===== config.mk =====
export PLATFORM = sky130hd
export DESIGN_NAME = atc_block_decoder
export DESIGN_NICKNAME = d
export VERILOG_FILES = /design/src/atc_pkg.sv /design/src/atc_block_decoder.sv
export SDC_FILE = /design/constraint.sdc
export NUM_CORES = 2
export LEC_CHECK = 0
export BUFFER_PORTS_ARGS = -buffer_cell sky130_fd_sc_hd__buf_4
export CAP_MARGIN = 20
export CORE_UTILIZATION = 48
export DETAILED_ROUTE_END_ITERATION = 8
export SETUP_SLACK_MARGIN = 0.3
export SKIP_CTS_REPAIR_TIMING = 1
export SLEW_MARGIN = 0
export SYNTH_ARGS = -nofsm -noshare
export SYNTH_HDL_FRONTEND = slang
export SYNTH_SLANG_ARGS = --single-unit

===== constraint.sdc =====
create_clock -name i_clk -period 19.5 [get_ports i_clk]
set_input_delay 0.975 -clock i_clk [delete_from_list [all_inputs] [get_ports i_clk]]
set_output_delay 0.975 -clock i_clk [all_outputs]
set_load 0.03 [all_outputs]

===== src/atc_pkg.sv =====
// Shared types, codes and helper functions for the ATC block decoder.
package atc_pkg;

    typedef logic [1:0] t_fmt;

    localparam t_fmt FMT_OPAQUE   = 2'd0;
    localparam t_fmt FMT_EXPLICIT = 2'd1;
    localparam t_fmt FMT_INTERP   = 2'd2;

    typedef struct packed {
        logic [7:0] r;
        logic [7:0] g;
        logic [7:0] b;
    } t_rgb;

    localparam int MODE_BIT = 15;

    localparam logic [7:0] ALPHA_OPAQUE = 8'hFF;
    localparam logic [7:0] ALPHA_ZERO   = 8'h00;

    // floor(n/7) == (n*RECIP7) >> RECIP7_SHIFT for every n below 2048
    localparam logic [11:0] RECIP7       = 12'd2341;
    localparam int          RECIP7_SHIFT = 14;
    // floor(n/5) == (n*RECIP5) >> RECIP5_SHIFT for every n below 2048
    localparam logic [10:0] RECIP5       = 11'd1639;
    localparam int          RECIP5_SHIFT = 13;

    function automatic logic [7:0] widen5(input logic [4:0] v);
        return {v, v[4:2]};
    endfunction

    function automatic logic [7:0] widen6(input logic [5:0] v);
        return {v, v[5:4]};
    endfunction

endpackage


===== src/atc_block_decoder.sv =====
// ATC 4x4 block decoder: three palette stages and a sixteen-texel emitter.
//
// Usage:
//   Present a compressed block on i_color_block / i_alpha_block and raise
//   start; the block is taken at a rising edge where start is high and busy
//   is low. Write the format register through i_cfg_we / i_cfg_wdata while
//   the block is idle; the value is sampled with each accepted block.
//   Each block yields sixteen texels in raster order, one per cycle, each
//   marked by o_strobe for exactly one cycle; o_last_texel flags texel 15.
//   A block taken while the format holds the unused code yields nothing.
// Path: an accepted block moves through stages 1, 2 and 3 into the emitter,
//   which drives the output registers; its sixteen texels leave back to back.
// Flow: the emitter walks one texel per cycle and sets the pace; the three
//   palette stages ahead of it buffer further blocks, and busy rises only
//   when all of them are full.
// Reset: synchronous, active low; clears all valid bits, the emitter and the
//   format register (opaque). The receiver cannot stall, so texels leave on
//   a fixed schedule once the emitter starts a block.
module atc_block_decoder (
    input  logic                 i_clk,
    input  logic                 i_rst_n,
    input  logic                 start,
    output logic                 busy,
    input  logic [63:0]          i_color_block,
    input  logic [63:0]          i_alpha_block,
    input  logic                 i_cfg_we,
    input  atc_pkg::t_fmt        i_cfg_wdata,
    output logic                 o_strobe,
    output logic [3:0]           o_texel_index,
    output logic [7:0]           o_red,
    output logic [7:0]           o_green,
    output logic [7:0]           o_blue,
    output logic [7:0]           o_alpha,
    output logic                 o_last_texel
);
    import atc_pkg::*;

    // format register
    t_fmt r_fmt;

    // stage 1: raw block
    logic        r_v1;
    logic [63:0] r_cw1;
    logic [63:0] r_aw1;
    t_fmt        r_fmt1;

    // stage 2: widened endpoints and numerators
    logic        r_v2;
    logic        r_mode2;
    t_rgb        r_e0_2;
    t_rgb        r_e1_2;
    t_rgb        r_b1_2;
    t_rgb        r_b2_2;
    t_rgb        r_dq2;
    logic [7:0]  r_a0_2;
    logic [7:0]  r_a1_2;
    logic        r_agt2;
    logic [10:0] r_n7_2 [6];
    logic [10:0] r_n5_2 [4];
    logic [31:0] r_sel2;
    logic [63:0] r_aw2;
    t_fmt        r_fmt2;

    // stage 3: final palettes
    logic        r_v3;
    t_rgb        r_pal3  [4];
    logic [7:0]  r_apal3 [8];
    logic [31:0] r_sel3;
    logic [63:0] r_aw3;
    t_fmt        r_fmt3;

    // emitter
    logic        r_em_valid;
    logic [3:0]  r_cnt;
    t_rgb        r_em_pal  [4];
    logic [7:0]  r_em_apal [8];
    logic [31:0] r_em_sel;
    logic [63:0] r_em_anib;
    logic [47:0] r_em_aind;
    t_fmt        r_em_fmt;

    // output registers
    logic        r_strobe;
    logic [3:0]  r_idx;
    t_rgb        r_rgb;
    logic [7:0]  r_alpha;
    logic        r_last;

    logic en1, en2, en3, ld, accept, fmt_ok;

    assign ld     = !r_em_valid || (r_cnt == 4'd15);
    assign en3    = !r_v3 || ld;
    assign en2    = !r_v2 || en3;
    assign en1    = !r_v1 || en2;
    assign busy   = !en1;
    assign accept = start && en1;
    assign fmt_ok = (r_fmt == FMT_OPAQUE) || (r_fmt == FMT_EXPLICIT)
                 || (r_fmt == FMT_INTERP);

    // ---------------- stage 1 -> 2 logic
    logic [15:0] c0, c1;
    t_rgb        n_e0, n_e1, n_b1, n_b2, n_dq;
    logic [7:0]  a0, a1;
    logic [10:0] n_n7 [6];
    logic [10:0] n_n5 [4];
    logic [9:0]  dr, dg, db;

    always_comb begin
        c0      = r_cw1[15:0];
        c1      = r_cw1[31:16];
        n_e0.r  = widen5(c0[14:10]);
        n_e0.g  = widen5(c0[9:5]);
        n_e0.b  = widen5(c0[4:0]);
        n_e1.r  = widen5(c1[15:11]);
        n_e1.g  = widen6(c1[10:5]);
        n_e1.b  = widen5(c1[4:0]);
        n_b1.r  = 8'((11'(n_e0.r) * 11'd5 + 11'(n_e1.r) * 11'd3) >> 3);
        n_b1.g  = 8'((11'(n_e0.g) * 11'd5 + 11'(n_e1.g) * 11'd3) >> 3);
        n_b1.b  = 8'((11'(n_e0.b) * 11'd5 + 11'(n_e1.b) * 11'd3) >> 3);
        n_b2.r  = 8'((11'(n_e0.r) * 11'd3 + 11'(n_e1.r) * 11'd5) >> 3);
        n_b2.g  = 8'((11'(n_e0.g) * 11'd3 + 11'(n_e1.g) * 11'd5) >> 3);
        n_b2.b  = 8'((11'(n_e0.b) * 11'd3 + 11'(n_e1.b) * 11'd5) >> 3);
        // low ten bits of the wrapped difference give the quarter
        dr      = {2'b00, n_e0.r} - {2'b00, n_e1.r};
        dg      = {2'b00, n_e0.g} - {2'b00, n_e1.g};
        db      = {2'b00, n_e0.b} - {2'b00, n_e1.b};
        n_dq.r  = dr[9:2];
        n_dq.g  = dg[9:2];
        n_dq.b  = db[9:2];
        a0      = r_aw1[7:0];
        a1      = r_aw1[15:8];
        for (int j = 0; j < 6; j++) begin
            n_n7[j] = 11'(11'(a0) * 11'(6 - j) + 11'(a1) * 11'(j + 1));
        end
        for (int j = 0; j < 4; j++) begin
            n_n5[j] = 11'(11'(a0) * 11'(4 - j) + 11'(a1) * 11'(j + 1));
        end
    end

    // ---------------- stage 2 -> 3 logic
    logic [22:0] p7 [6];
    logic [21:0] p5 [4];
    t_rgb        n_pal  [4];
    logic [7:0]  n_apal [8];

    always_comb begin
        for (int j = 0; j < 6; j++) begin
            p7[j] = 23'(r_n7_2[j]) * 23'(RECIP7);
        end
        for (int j = 0; j < 4; j++) begin
            p5[j] = 22'(r_n5_2[j]) * 22'(RECIP5);
        end
        if (r_mode2) begin
            n_pal[0] = '0;
            n_pal[1] = r_dq2;
            n_pal[2] = r_e0_2;
        end else begin
            n_pal[0] = r_e0_2;
            n_pal[1] = r_b1_2;
            n_pal[2] = r_b2_2;
        end
        n_pal[3]  = r_e1_2;
        n_apal[0] = r_a0_2;
        n_apal[1] = r_a1_2;
        for (int j = 0; j < 4; j++) begin
            n_apal[j + 2] = r_agt2 ? p7[j][RECIP7_SHIFT +: 8] : p5[j][RECIP5_SHIFT +: 8];
        end
        n_apal[6] = r_agt2 ? p7[4][RECIP7_SHIFT +: 8] : ALPHA_ZERO;
        n_apal[7] = r_agt2 ? p7[5][RECIP7_SHIFT +: 8] : ALPHA_OPAQUE;
    end

    // ---------------- emitter texel select
    logic [1:0] tsel;
    logic [3:0] nib;
    logic [2:0] aidx;
    logic [7:0] n_alpha;

    always_comb begin
        tsel = r_em_sel[1:0];
        nib  = r_em_anib[3:0];
        aidx = r_em_aind[2:0];
        case (r_em_fmt)
            FMT_OPAQUE:   n_alpha = ALPHA_OPAQUE;
            FMT_EXPLICIT: n_alpha = {nib, nib};
            default:      n_alpha = r_em_apal[aidx];
        endcase
    end

    // control state
    always_ff @(posedge i_clk) begin
        if (!i_rst_n) begin
            r_fmt      <= FMT_OPAQUE;
            r_v1       <= 1'b0;
            r_v2       <= 1'b0;
            r_v3       <= 1'b0;
            r_em_valid <= 1'b0;
            r_cnt      <= 4'd0;
            r_strobe   <= 1'b0;
        end else begin
            if (i_cfg_we) begin
                r_fmt <= i_cfg_wdata;
            end
            // drop a block whose format names no scheme
            if (en1) r_v1 <= accept && fmt_ok;
            if (en2) r_v2 <= r_v1;
            if (en3) r_v3 <= r_v2;
            if (ld) begin
                r_em_valid <= r_v3;
                r_cnt      <= 4'd0;
            end else begin
                r_cnt <= r_cnt + 4'd1;
            end
            r_strobe <= r_em_valid;
        end
    end

    // payload
    always_ff @(posedge i_clk) begin
        if (en1) begin
            r_cw1  <= i_color_block;
            r_aw1  <= i_alpha_block;
            r_fmt1 <= r_fmt;
        end
        if (en2) begin
            r_mode2 <= r_cw1[MODE_BIT];
            r_e0_2  <= n_e0;
            r_e1_2  <= n_e1;
            r_b1_2  <= n_b1;
            r_b2_2  <= n_b2;
            r_dq2   <= n_dq;
            r_a0_2  <= a0;
            r_a1_2  <= a1;
            r_agt2  <= a0 > a1;
            r_n7_2  <= n_n7;
            r_n5_2  <= n_n5;
            r_sel2  <= r_cw1[63:32];
            r_aw2   <= r_aw1;
            r_fmt2  <= r_fmt1;
        end
        if (en3) begin
            r_pal3  <= n_pal;
            r_apal3 <= n_apal;
            r_sel3  <= r_sel2;
            r_aw3   <= r_aw2;
            r_fmt3  <= r_fmt2;
        end
        if (ld) begin
            r_em_pal  <= r_pal3;
            r_em_apal <= r_apal3;
            r_em_sel  <= r_sel3;
            r_em_anib <= r_aw3;
            r_em_aind <= r_aw3[63:16];
            r_em_fmt  <= r_fmt3;
        end else begin
            // advance to the next texel
            r_em_sel  <= r_em_sel >> 2;
            r_em_anib <= r_em_anib >> 4;
            r_em_aind <= r_em_aind >> 3;
        end
        r_idx   <= r_cnt;
        r_rgb   <= r_em_pal[tsel];
        r_alpha <= n_alpha;
        r_last  <= r_cnt == 4'd15;
    end

    assign o_strobe      = r_strobe;
    assign o_texel_index = r_idx;
    assign o_red         = r_rgb.r;
    assign o_green       = r_rgb.g;
    assign o_blue        = r_rgb.b;
    assign o_alpha       = r_alpha;
    assign o_last_texel  = r_strobe && r_last;

endmodule


==> flow_metrics.env <==
export IMPL_run_status="finished, final reports clean"
export IMPL_dr_pass1_iters=5
export IMPL_regArea_um2=27700
export IMPL_crit_type="reg2reg"
export IMPL_cp_slowest_cell="fa_1"
export IMPL_yosysWarnings=0
export IMPL_synth_top_cells_by_count="ha_1 (885), inv_1 (832), edfxtp_1 (796)"
export IMPL_synth_most_common_cell="ha_1"
export IMPL_fin_nets=6152
export IMPL_tns_ns=0
export IMPL_max_cap_violations=0
export IMPL_top_layer="met4"
export IMPL_hold_viol_final=0
export IMPL_slew_headroom_pct=30.2
export IMPL_async_flop_share_pct=0
export IMPL_die_h_um=349
export IMPL_cp_num_buf_inv=4
export IMPL_viasPerCell=4.94
export IMPL_core_area_um2=119000
export IMPL_ys_seq_area_share_pct=48.0
export IMPL_ys_flop_type="edfxtp_1"
export IMPL_ys_types=67
export IMPL_yosys_top_cells_area="edfxtp_1 (41%), ha_1 (19%), fa_1 (11%), dfxtp_1 (6.6%), inv_1 (5.4%)"
export IMPL_cts_sinks=985
export IMPL_post_route_drc_count=0
export IMPL_num_io_pins=173
export IMPL_fin_crit_sh_pct=27.8
export IMPL_areaGrowthSynthToFinish_pct=12.0
export IMPL_slowest_delay_ns=0.54
export IMPL_syn_cell_area_um2=57700
export IMPL_antenna_left=0
export IMPL_dr_wl_met2_mm=54.9
export IMPL_cts_tree="done"
export IMPL_cp_max_fo=4
export IMPL_synth_top_area_cell="edfxtp_1"
export IMPL_die_w_um=349
export IMPL_required_ns=19.97
export IMPL_cp_arrival_ns=5.88
export IMPL_worst_pin_slew_ns=1.05
export IMPL_grt_pass1_wl_mm=184
export IMPL_port_buffer_count=172
export IMPL_synth_avg_cell_area_um2=12.7
export IMPL_grt_start_max_net_pins=170
export IMPL_syn_nets=5894
export IMPL_drt_initial_drc_count=1692
export IMPL_crit_chain="ha_1 -> inv_1 -> fa_1 -> inv_1 -> fa_1 -> fa_1 -> inv_1 -> fa_1 -> inv_1 -> ha_1 -> a21o_1 -> a21o_1 -> a221oi_1 -> a21oi_1 -> o32ai_1 -> o21bai_1 -> xnor2_1 -> mux2i_1"
export IMPL_holdCritPathClass="reg2reg"
export IMPL_cts_buffers=104
export IMPL_initial_core_util_pct=48.6
export IMPL_yosysTopAreaCellShare_pct=41.4
export IMPL_antenna_found_initial=2
export IMPL_min_period_ns=5.41
export IMPL_dpl_hpwl_mm=86.7
export IMPL_start_kind="register"
export IMPL_synth_edf_count=796
export IMPL_antenna_cells=0
export IMPL_clockRootBuffer="clkbuf_16"
export IMPL_grt_ovfl_total=0
export IMPL_clk_pin_slew_ns=0.06
export IMPL_htreeDepth=3
export IMPL_cp_end_kind="register"
export IMPL_num_vias=32100
export IMPL_n_fill_cell=10000
export IMPL_routabilityCongestion=0.862
export IMPL_synth_seq_cells=985
export IMPL_wl_per_cell_um=17.8
export IMPL_layout_drive_gt1_share_pct=9.15
export IMPL_clockBufferDepth=3
export IMPL_clock_latency_ns=0.73
export IMPL_rsz0062_at_grt="no"
export IMPL_fmax_ghz=0.185
export IMPL_crit_family="adder cells"
export IMPL_fin_skew_ns=0.0573
export IMPL_synth_cells=4559
export IMPL_wl_met1_mm=53.4
export IMPL_num_rows=126
export IMPL_grt_pass1_vias=33300
export IMPL_setup_viol=0
export IMPL_dieArea_um2=122000
export IMPL_wl_met3_mm=4.51
export IMPL_routed_wirelength_mm=116
export IMPL_multi_input_area_um2=26700
export IMPL_slew_violations=0
export IMPL_track_usage_pct=19.7
-- per-layer routing --
metal,vias to the layer above,global-route usage (%)
li1,16000,-
met1,15500,26.5
met2,444,32.8
met3,183,3.14
met4,0,6.11
met5,-,0
-- stage by stage --
stage	std cells	setup WS (ns)	hold WS (ns)	utilization (%)	cell area [um2]
2_1_floorplan	4559	8.79	0.355	-	57700
3_3_place_gp	6311	14.13	0.377	51.5	61100
3_5_place_dp	6311	14.05	0.379	51.5	61100
4_1_cts	6507	14.05	0.345	54.5	64700
5_1_grt	6507	13.71	0.365	54.5	64700
6_report	6507	14.09	0.386	54.5	64700
-- path summary, 6_finish.rpt --
kind                   start                to  slack (ns)  cells past startpoint
setup / recovery  r_n5_2[18]       r_apal3[31]       14.09                     18
hold / removal      r_cnt[1]  o_texel_index[1]        0.39                      0
setup reg to reg  r_n5_2[18]       r_apal3[31]       14.09                     18
hold reg to reg     r_cnt[1]  o_texel_index[1]        0.39                      0
-- sequential cells by signal, summed over array words and instances, names as in the netlist, 38 cells and up --
register,count
r_em_pal,79
r_pal3,79
r_aw1,64
r_cw1,64
r_em_anib,64
r_em_apal,64
r_apal3,62
r_n7_2,58
r_aw2,50
r_aw3,50
r_em_aind,45
r_n5_2,38
-- worst register-to-register path: cells and delay by family, from the launching register on --
kind	cells	cell delay, ns
AO/OA/AOI/OAI	6	1.43
XOR/XNOR	1	0.14
adder cells (fa/ha/maj)	6	2.80
buffers and inverters	4	0.26
flip-flops	1	0.46
multiplexers	1	0.09
-- cells in the final DEF, fill, tap and decap left out, types with 33 or more instances in the layout --
| cell | Yosys | routed |
|---|---|---|
| nand2_1 | 431 | 430 |
| inv_1 | 832 | 832 |
| fa_1 | 316 | 316 |
| xor2_1 | 79 | 79 |
| dfxtp_1 | 189 | 188 |
| mux4_2 | 40 | 40 |
| o21ai_0 | 92 | 92 |
| xnor2_1 | 139 | 139 |
| a21o_1 | 46 | 46 |
| buf_4 | 0 | 206 |
| edfxtp_1 | 796 | 796 |
| a21oi_1 | 150 | 150 |
| ha_1 | 885 | 885 |
| nor3_1 | 46 | 46 |
| clkbuf_1 | 43 | 33 |
| o21bai_1 | 47 | 47 |
| nor2_1 | 102 | 102 |
| nor2b_1 | 46 | 46 |
| clkbuf_16 | 0 | 106 |
-- cell families after synthesis --
kind of cell	after synthesis	synth area share [%]
mux	81	2.32
xor+xnor	218	3.31
fa+ha+maj	1201	30.1
simple gates	735	5.54
buf+inv	888	5.78
compound gates	451	4.97
flops	985	48.0
-- layout make-up --
| type | instances | share of cell area [%] |
|---|---|---|
| well taps | 1600 | 3.10 |
| flip-flops and latches | 985 | 42.8 |
| clock buffers | 146 | 4.44 |
| repair buffers | 207 | 2.42 |
| multi-input cells | 2686 | 41.4 |
| inverters | 833 | 4.85 |
| clock inverters | 50 | 1.02 |
Power is not shown: default switching activity piles up to over one toggle a cycle in this logic, so the estimate is an artifact.
